--- src/sbd_pkg.sv ---
package sbd_pkg;

  localparam int LEVEL_W   = 16;
  localparam int FRAME_W   = 15;
  localparam int VOL_W     = 7;
  localparam int CFG_IDX_W = 2;

  localparam int DECIMATION = 32;

  localparam logic [FRAME_W-1:0] LEVEL_MAX = 15'h7fff;
  localparam logic [VOL_W-1:0]   VOL_RESET = 7'd100;

  // level * volume < 2**23; x/100 == (x * 10737419) >> 30 for that range
  localparam int SCALE_PROD_W = LEVEL_W + VOL_W;
  localparam int SCALE_RCP_W  = 24;
  localparam int SCALE_SHIFT  = 30;
  localparam int SCALE_MUL_W  = SCALE_PROD_W + SCALE_RCP_W;
  localparam int SCALE_QUOT_W = SCALE_MUL_W - SCALE_SHIFT;
  localparam logic [SCALE_RCP_W-1:0] SCALE_RCP = 24'd10737419;

  typedef enum logic [CFG_IDX_W-1:0] {
    REG_MASTER_VOLUME = 2'd0,
    REG_SOUND_ENABLED = 2'd1
  } cfg_reg_e;

  typedef struct packed {
    logic acc_en;
    logic acc_last;
  } lane_ctl_t;

endpackage

--- src/stereo_boxcar_decimator_top.sv ---
// Channel   Dir  Fields (lowest bit up)
// s_axis    in   tdata: left_level[15:0], right_level[31:16]
// m_axis    out  tdata: left_frame[14:0], right_frame[29:15], zero[31:30]
// cfg       in   0 master_volume[6:0], 1 sound_enabled[0]
//
// One sub-sample pair per cycle while input is not held off; one frame per DECIMATION transfers.
// A frame is built in order in the product register (loaded at the transfer that closes its group),
// then the quotient, accumulate, divide multiply and output registers.
// Reset clears sums and phase, volume to 100, sound enabled.
// Input is held off only while a new frame meets an untaken one.
module stereo_boxcar_decimator_top #(
  parameter int DECIMATION = sbd_pkg::DECIMATION
) (
  input  logic                             clk_i,
  input  logic                             rst_ni,
  input  logic                             s_axis_tvalid,
  output logic                             s_axis_tready,
  input  logic [31:0]                      s_axis_tdata,   // left_level, right_level
  output logic                             m_axis_tvalid,
  input  logic                             m_axis_tready,
  output logic [31:0]                      m_axis_tdata,   // left_frame, right_frame
  input  logic                             cfg_we_i,
  input  logic [sbd_pkg::CFG_IDX_W-1:0]    cfg_idx_i,
  input  logic [sbd_pkg::VOL_W-1:0]        cfg_data_i
);

  localparam int SUM_W = sbd_pkg::FRAME_W + $clog2(DECIMATION);
  localparam int PH_W  = $clog2(DECIMATION);

  logic [sbd_pkg::VOL_W-1:0] vol_q;
  logic                      snd_q;
  logic                      v1_q, v2_q, v3_q;
  logic [PH_W-1:0]           phase_q, phase_d;
  logic                      adv, accept, last;
  sbd_pkg::lane_ctl_t        ctl;
  logic [SUM_W-1:0]          left_sum, right_sum;
  logic [sbd_pkg::FRAME_W-1:0] left_frame, right_frame;

  assign accept = s_axis_tvalid && adv;
  assign last   = (phase_q == PH_W'(DECIMATION - 1));

  assign ctl.acc_en   = v2_q && adv;
  assign ctl.acc_last = last;

  always_comb begin
    phase_d = phase_q;
    if (ctl.acc_en) begin
      phase_d = last ? '0 : phase_q + PH_W'(1);
    end
  end

  always_ff @(posedge clk_i or negedge rst_ni) begin
    if (!rst_ni) begin
      vol_q   <= sbd_pkg::VOL_RESET;
      snd_q   <= 1'b1;
      v1_q    <= 1'b0;
      v2_q    <= 1'b0;
      v3_q    <= 1'b0;
      phase_q <= '0;
    end else begin
      if (cfg_we_i && cfg_idx_i == sbd_pkg::REG_MASTER_VOLUME) begin
        vol_q <= cfg_data_i;
      end
      if (cfg_we_i && cfg_idx_i == sbd_pkg::REG_SOUND_ENABLED) begin
        snd_q <= cfg_data_i[0];
      end
      if (adv) begin
        v1_q <= accept;
        v2_q <= v1_q;
        v3_q <= v2_q && last;
      end
      phase_q <= phase_d;
    end
  end

  sbd_lane #(.DECIMATION(DECIMATION), .SUM_W(SUM_W)) u_lane_l (
    .clk_i     (clk_i),
    .rst_ni    (rst_ni),
    .adv_i     (adv),
    .level_i   (s_axis_tdata[15:0]),
    .volume_i  (vol_q),
    .ctl_i     (ctl),
    .grp_sum_o (left_sum)
  );

  sbd_lane #(.DECIMATION(DECIMATION), .SUM_W(SUM_W)) u_lane_r (
    .clk_i     (clk_i),
    .rst_ni    (rst_ni),
    .adv_i     (adv),
    .level_i   (s_axis_tdata[31:16]),
    .volume_i  (vol_q),
    .ctl_i     (ctl),
    .grp_sum_o (right_sum)
  );

  sbd_merge #(.DECIMATION(DECIMATION), .SUM_W(SUM_W)) u_merge (
    .clk_i         (clk_i),
    .rst_ni        (rst_ni),
    .grp_valid_i   (v3_q),
    .left_sum_i    (left_sum),
    .right_sum_i   (right_sum),
    .sound_en_i    (snd_q),
    .out_ready_i   (m_axis_tready),
    .adv_o         (adv),
    .out_valid_o   (m_axis_tvalid),
    .left_frame_o  (left_frame),
    .right_frame_o (right_frame)
  );

  assign s_axis_tready = adv;
  assign m_axis_tdata  = {2'b00, right_frame, left_frame};

endmodule

--- src/sbd_lane.sv ---
module sbd_lane #(
  parameter int DECIMATION = sbd_pkg::DECIMATION,
  parameter int SUM_W      = sbd_pkg::FRAME_W + $clog2(DECIMATION)
) (
  input  logic                         clk_i,
  input  logic                         rst_ni,
  input  logic                         adv_i,
  input  logic [sbd_pkg::LEVEL_W-1:0]  level_i,
  input  logic [sbd_pkg::VOL_W-1:0]    volume_i,
  input  sbd_pkg::lane_ctl_t           ctl_i,
  output logic [SUM_W-1:0]             grp_sum_o
);

  logic [sbd_pkg::SCALE_PROD_W-1:0] prod_q;
  logic [sbd_pkg::SCALE_MUL_W-1:0]  mul;
  logic [sbd_pkg::SCALE_QUOT_W-1:0] quot_q;
  logic [sbd_pkg::FRAME_W-1:0]      sat;
  logic [SUM_W-1:0]                 sum_q, sum_d, grp_q, acc;

  assign mul = sbd_pkg::SCALE_MUL_W'(prod_q) * sbd_pkg::SCALE_MUL_W'(sbd_pkg::SCALE_RCP);

  always_ff @(posedge clk_i) begin
    if (adv_i) begin
      prod_q <= sbd_pkg::SCALE_PROD_W'(level_i) * sbd_pkg::SCALE_PROD_W'(volume_i);
      quot_q <= mul[sbd_pkg::SCALE_SHIFT +: sbd_pkg::SCALE_QUOT_W];
    end
  end

  assign sat = (quot_q > sbd_pkg::SCALE_QUOT_W'(sbd_pkg::LEVEL_MAX)) ?
               sbd_pkg::LEVEL_MAX : quot_q[sbd_pkg::FRAME_W-1:0];
  assign acc = sum_q + SUM_W'(sat);

  always_comb begin
    sum_d = sum_q;
    if (ctl_i.acc_en) begin
      sum_d = ctl_i.acc_last ? '0 : acc;
    end
  end

  always_ff @(posedge clk_i or negedge rst_ni) begin
    if (!rst_ni) begin
      sum_q <= '0;
    end else begin
      sum_q <= sum_d;
    end
  end

  always_ff @(posedge clk_i) begin
    if (ctl_i.acc_en && ctl_i.acc_last) begin
      grp_q <= acc;
    end
  end

  assign grp_sum_o = grp_q;

endmodule

--- src/sbd_merge.sv ---
module sbd_merge #(
  parameter int DECIMATION = sbd_pkg::DECIMATION,
  parameter int SUM_W      = sbd_pkg::FRAME_W + $clog2(DECIMATION)
) (
  input  logic                        clk_i,
  input  logic                        rst_ni,
  input  logic                        grp_valid_i,
  input  logic [SUM_W-1:0]            left_sum_i,
  input  logic [SUM_W-1:0]            right_sum_i,
  input  logic                        sound_en_i,
  input  logic                        out_ready_i,
  output logic                        adv_o,
  output logic                        out_valid_o,
  output logic [sbd_pkg::FRAME_W-1:0] left_frame_o,
  output logic [sbd_pkg::FRAME_W-1:0] right_frame_o
);

  // sum / DECIMATION as a reciprocal multiply, exact for sums below 2**SUM_W
  localparam int LOG_D = $clog2(DECIMATION);
  localparam int RCP_K = SUM_W + LOG_D;
  localparam int RCP_W = SUM_W + 1;
  localparam int MUL_W = SUM_W + RCP_W;
  localparam logic [63:0] RCP_FULL = ((64'd1 << RCP_K) + 64'(DECIMATION) - 64'd1) /
                                     64'(DECIMATION);
  localparam logic [RCP_W-1:0] RCP = RCP_FULL[RCP_W-1:0];

  logic             mul_v_q;
  logic [MUL_W-1:0] mul_l_q, mul_r_q;
  logic             out_v_q, out_v_d;
  logic [sbd_pkg::FRAME_W-1:0] left_q, right_q;
  logic             adv;

  assign adv = !(mul_v_q && out_v_q && !out_ready_i);

  always_comb begin
    out_v_d = out_v_q;
    if (adv && mul_v_q) begin
      out_v_d = 1'b1;
    end else if (out_ready_i) begin
      out_v_d = 1'b0;
    end
  end

  always_ff @(posedge clk_i or negedge rst_ni) begin
    if (!rst_ni) begin
      mul_v_q <= 1'b0;
      out_v_q <= 1'b0;
    end else begin
      if (adv) begin
        mul_v_q <= grp_valid_i;
      end
      out_v_q <= out_v_d;
    end
  end

  always_ff @(posedge clk_i) begin
    if (adv) begin
      mul_l_q <= MUL_W'(left_sum_i) * MUL_W'(RCP);
      mul_r_q <= MUL_W'(right_sum_i) * MUL_W'(RCP);
    end
    if (adv && mul_v_q) begin
      left_q  <= sound_en_i ? mul_l_q[RCP_K +: sbd_pkg::FRAME_W] : '0;
      right_q <= sound_en_i ? mul_r_q[RCP_K +: sbd_pkg::FRAME_W] : '0;
    end
  end

  assign adv_o         = adv;
  assign out_valid_o   = out_v_q;
  assign left_frame_o  = left_q;
  assign right_frame_o = right_q;

endmodule

--- config.mk ---
export PLATFORM = sky130hd
export DESIGN_NAME = stereo_boxcar_decimator_top
export DESIGN_NICKNAME = d
export VERILOG_FILES = /design/src/sbd_pkg.sv /design/src/stereo_boxcar_decimator_top.sv /design/src/sbd_lane.sv /design/src/sbd_merge.sv
export SDC_FILE = /design/constraint.sdc
export NUM_CORES = 2
export LEC_CHECK = 0
export ABC_AREA = 1
export BUFFER_PORTS_ARGS = -buffer_cell sky130_fd_sc_hd__buf_2
export CAP_MARGIN = 40
export CORE_MARGIN = 1
export CORE_UTILIZATION = 38
export CTS_BUF_LIST = sky130_fd_sc_hd__clkbuf_16
export DETAILED_ROUTE_END_ITERATION = 8
export SLEW_MARGIN = 20
export SYNTH_ARGS = -nofsm -noshare
export SYNTH_HDL_FRONTEND = slang
export SYNTH_HIERARCHICAL = 1
export SYNTH_SLANG_ARGS = --single-unit
--- constraint.sdc ---
create_clock -name clk_i -period 5.3 [get_ports clk_i]
set_input_delay 0.265 -clock clk_i [delete_from_list [all_inputs] [get_ports clk_i]]
set_output_delay 0.265 -clock clk_i [all_outputs]
set_load 0.01 [all_outputs]
Word-level counts from Yosys, hierarchy flattened --
Cells that the tools add are included.
Word-level totals: flip-flop bits (word level) 248, bits of input ports 46, output and inout port bits 34, word-level logic and storage cells 51
Operators by class: add/sub/neg operators 3, multiply operators 4, $lt $le $gt $ge 2, equality and inequality tests 2, muxes and demuxes 7, reduce and logical (&&, ||, !) cells 13
Operators with widths (count):
- multiplier 23 x 24 -> 47 bit (second input constant) | 2
- multiplier 16 x 7 -> 23 bit | 2
- adder 20 x 15 -> 20 bit | 2
- two-way mux 20 bit | 2
- greater-than comparator 17 x 15 -> 1 bit (second input constant) | 2
- two-way mux 15 bit | 2
- logical AND 1 bit | 9
- adder 5 x 1 -> 5 bit (second input constant) | 1
- equality test 5 bit (second input constant) | 1
- two-way mux 5 bit | 1
- equality test 2 x 1 -> 1 bit (second input constant) | 1
- zero test 1 bit | 2
- zero test 2 bit | 1
- two-way mux 1 bit | 2
- nonzero test 2 bit | 1

Depth between registers and ports, before layout --
depth in word-level cells 5, gate-level depth with buffers 28, depth with buffers taken out 28

Modules after synthesis --
The synthesis kept the hierarchy.
Modules (own cells, without submodules):
- sbd_lane (u_lane_l) | times used 1, cells an instance 2333, area each 18413.9 µm², seq. area each 2302.2 µm²
- sbd_lane (u_lane_r) | times used 1, cells an instance 2338, area each 18322.6 µm², seq. area each 2302.2 µm²
- sbd_merge | times used 1, cells an instance 133, area each 2143.3 µm², seq. area each 1851.8 µm²
- stereo_boxcar_decimator_top | times used 1, cells an instance 84, area each 747.0 µm², seq. area each 405.4 µm²

Worst setup path before layout --
OpenSTA, ideal clock, no wires.
path type reg-to-reg, start register u_lane_l/prod_q[6] (netlist name), end register u_lane_l/quot_q[16] (netlist name), data pin, setup time 0.253 ns, data arrival time 5.399 ns, setup slack -0.352 ns, cell stages (with the launch flop) 24, path buffers 0, clock period less this slack 5.652 ns, path through edfxtp_1 -> inv_1 -> fa_1 -> inv_1 -> fa_1 -> inv_1 -> fa_1 -> fa_1 -> inv_1 -> fa_1 -> fa_1 -> inv_1 -> fa_1 -> inv_1 -> ha_1 -> nand2_1 -> nor2_2 -> inv_1 -> nor2_2 -> nand2_1 -> nor2_1 -> nand2_1 -> nand4_1 -> nand2_1
Between the ends: cells in the longest elaborated chain, start to end 1
Ends and longest elaborated chain:
- from (decl) | RTL line sbd_lane.sv:14 | logic [sbd_pkg::SCALE_PROD_W-1:0] prod_q;
- from (signal assigned) | RTL line sbd_lane.sv:24 | prod_q <= sbd_pkg::SCALE_PROD_W'(level_i) * sbd_pkg::SCALE_PROD_W'(volume_i);
- multiplier 23 x 24 -> 47 bit | RTL line sbd_lane.sv:20 | assign mul = sbd_pkg::SCALE_MUL_W'(prod_q) * sbd_pkg::SCALE_MUL_W'(sbd_pkg::SCALE_RCP);
- named net u_lane_l.mul (one bit) | RTL line sbd_lane.sv:15 | logic [sbd_pkg::SCALE_MUL_W-1:0] mul;
- to (signal assigned) | RTL line sbd_lane.sv:25 | quot_q <= mul[sbd_pkg::SCALE_SHIFT +: sbd_pkg::SCALE_QUOT_W];
- to (decl) | RTL line sbd_lane.sv:16 | logic [sbd_pkg::SCALE_QUOT_W-1:0] quot_q;
The timed path passes the listed nets, and every way through them passes these cells. A chain may end at the register's enable or synchronous reset.

Worst setup path in the final report --
start register u_lane_l/prod_q[7] (netlist name), end register u_lane_l/quot_q[6] (netlist name), data pin
Same word-level chain as after synthesis.

==> impl_metrics.csv <==
group,metric,value,unit
cts,clkTransAtPathRegs,0.06,ns
cts,cts_sinks,228,
route,first_pass_iters,5,
floorplanning,ios,80,
logic_synthesis,avgSynthCellArea,8.06,um^2
finish,nets,6464,
global_route,grt-ovfl-total,0,
setup_path,crit_path_start_kind,"flop",
hold_path,hold_path.class,"in2reg",
floorplanning,die_x,324,um
route,ant_nets,0,
hold_path,holdPathEnd,"u_lane_r/prod_q[0]",
timing,clock.fmax,178,MHz
setup_path,rrSetupSlack,-0.32,ns
finish,insertedDiodeCount,0,
setup_path,r2r-start,"u_lane_l/prod_q[7]",
route,wirelength,102000,um
placed_design,dp_cells,6561,
setup_path,crit_slowest_cell,"fa_1",
floorplanning,die_y,324,um
global_route,grt_pass1_wl,168000,um
timing,fin_crit,5.62,ns
route,num_vias,30700,
setup_path,r2r_end,"u_lane_l/quot_q[6]",
timing,hold_viol_final,0,
floorplanning,die_area,0.105,mm^2
finish,drive_gt1_share,18.2,%
job,drv_cap,0,
cts,h-tree-depth,1,
route,drt-wirelength-per-cell,15.3,um
setup_path,crit_path_cell_trace,"fa_1, inv_2, fa_1, inv_1, fa_2, fa_1, inv_2, fa_2, fa_1, inv_2, fa_1, inv_2, ha_4, nand2_4, nor2_4, nand2_2, nor2_2, nand4_1, nand4_1, nand2_1",
finish,synthToLayoutAreaGrowth,19.3,%
timing,rsz0062_at_grt,"yes",
setup_path,critPathRequiredTime,5.64,ns
logic_synthesis,ys.warnings.count,6,
floorplanning,start_util,38.5,%
global_route,grt_pass1_vias,32500,
setup_path,reg2reg_depth,20,
setup_path,crit_arrival,5.96,ns
logic_synthesis,synth_area,0.0393,mm^2
timing,finalSetupViolations,34,
floorplanning,rows,117,
placed_design,hpwlAfterDp,88000,um
hold_path,min_delay_path_depth,3,
placed_design,gp_congestion,0.936,
timing,slew_headroom,48.0,%
timing,fin_ws,-0.324,ns
floorplanning,core,0.102,mm^2
route,drt-vias-per-instance,4.60,
cts,cts_tree,"done",
finish,final_cell_count_no_fill,6678,
timing,finalMaxSlewViolations,0,
cts,numCtsBuffers,29,
route,drc,0,
timing,finalClockSkew,0.0247,ns
timing,tightestPinTransition,0.780,ns
cts,cts_buffer_depth,3,
global_route,antenna_found_initial,3,
hold_path,min_from,"s_axis_tdata[16]",
setup_path,path_class,"reg2reg",
status,violations,"negative setup slack",
setup_path,cp_common_cell,"fa_1",
placed_design,port_buffers,77,
cts,clk_latency,0.61,ns
cts,root_buffer,"clkbuf_16",
status,outcome,"complete, but fails checks",
setup_path,cp_max_fo,4,
global_route,grt_util_all_layers,20.2,%
setup_path,setup.worst_path.end_class,"flop",
timing,period_share,106,%
global_route,grt_max_degree,51,
route,drt_iter0_drc,1503,
setup_path,cpPeakStageDelay,0.56,ns
logic_synthesis,synthCells,4876,
layout make-up:
| type | instances | area (um^2) |
|---|---|---|
| clock buffer | 29 | 726 |
| clock inverter | 25 | 280 |
| fill | 10100 | 55300 |
| inverter | 1348 | 5090 |
| multi-input combinational | 3259 | 29400 |
| sequential | 228 | 6560 |
| tap | 1368 | 1710 |
| timing repair buffer | 421 | 3180 |
layer usage:
metal  track usage (%)  part of all wire [%]
met1              27.3                    47
met2              34.3                    46
met3              2.81                   4.8
met4              4.32                   2.2
met5                 0                 0.034
metrics by stage:
stage	hold WS [ns]	setup TNS, ns	area, um^2	utilization (%)	worst slack [ns]
floorplan	-0.0306	-1.78	39600	-	-0.114
global placement	0.401	-9.34	43700	42.7	-0.360
detailed placement	0.166	-11.04	43800	42.8	-0.429
CTS	0.0272	-5.68	46100	45.1	-0.245
global route	0.0835	-12.98	46900	45.9	-0.481
finish	0.0568	-7.02	46900	45.9	-0.324
sequential cells by signal, summed over array words and instances (netlist names):
name and cells:
u_merge/out_valid_o 1, u_lane_l/quot_q 17, v2_q 1, u_lane_l/prod_q 23, u_lane_l/sum_q 20, u_merge/mul_l_q 15
u_merge/mul_r_q 15, vol_q 7, u_lane_r/sum_q 20, u_merge/mul_v_q 1, v1_q 1, u_lane_l/grp_sum_o 15
u_merge/right_frame_o 15, phase_q 5, snd_q 1, u_merge/left_frame_o 15, u_lane_r/quot_q 17, u_lane_r/prod_q 23
u_lane_r/grp_sum_o 15, v3_q 1
critical path, delay by kind of cell, from the launching register on:
| family | cells | cell delay (ns) |
|---|---|---|
| adders and majority gates | 8 | 3.73 |
| buffers and inverters | 5 | 0.29 |
| DFF | 1 | 0.50 |
| and+or+nand+nor | 7 | 0.83 |
repair_timing:
item,CTS,global route
endpoints found under the setup margin,34,34
buffers inserted,32,13
hold buffers,19,0
resized for setup,212,214
endpoints found under the hold margin,68,0
pin swaps,111,148
gates cloned,0,0
placed cells by master, fill, tap and decap left out, types with 98 or more instances in the layout:
cell,n
nor2_1,163
nand3_1,126
nand2_2,134
nand2_1,1171
a21oi_1,98
edfxtp_1,170
ha_1,539
fa_1,499
buf_4,303
inv_1,1269
worst max-delay path by stage:
stage	cells past startpoint	to	from
floorplan	23	u_lane_r/quot_q[13]	u_lane_r/prod_q[6]
global placement	23	u_lane_l/quot_q[10]	u_lane_l/prod_q[6]
detailed placement	23	u_lane_r/quot_q[12]	u_lane_r/prod_q[6]
CTS	21	u_lane_l/quot_q[10]	u_lane_l/prod_q[3]
global route	21	u_lane_l/quot_q[6]	u_lane_l/prod_q[6]
finish	20	u_lane_l/quot_q[6]	u_lane_l/prod_q[7]
Power is left out: the tool's default activity adds up to more than one toggle a clock period on the data nets, which glitch-free logic cannot reach.
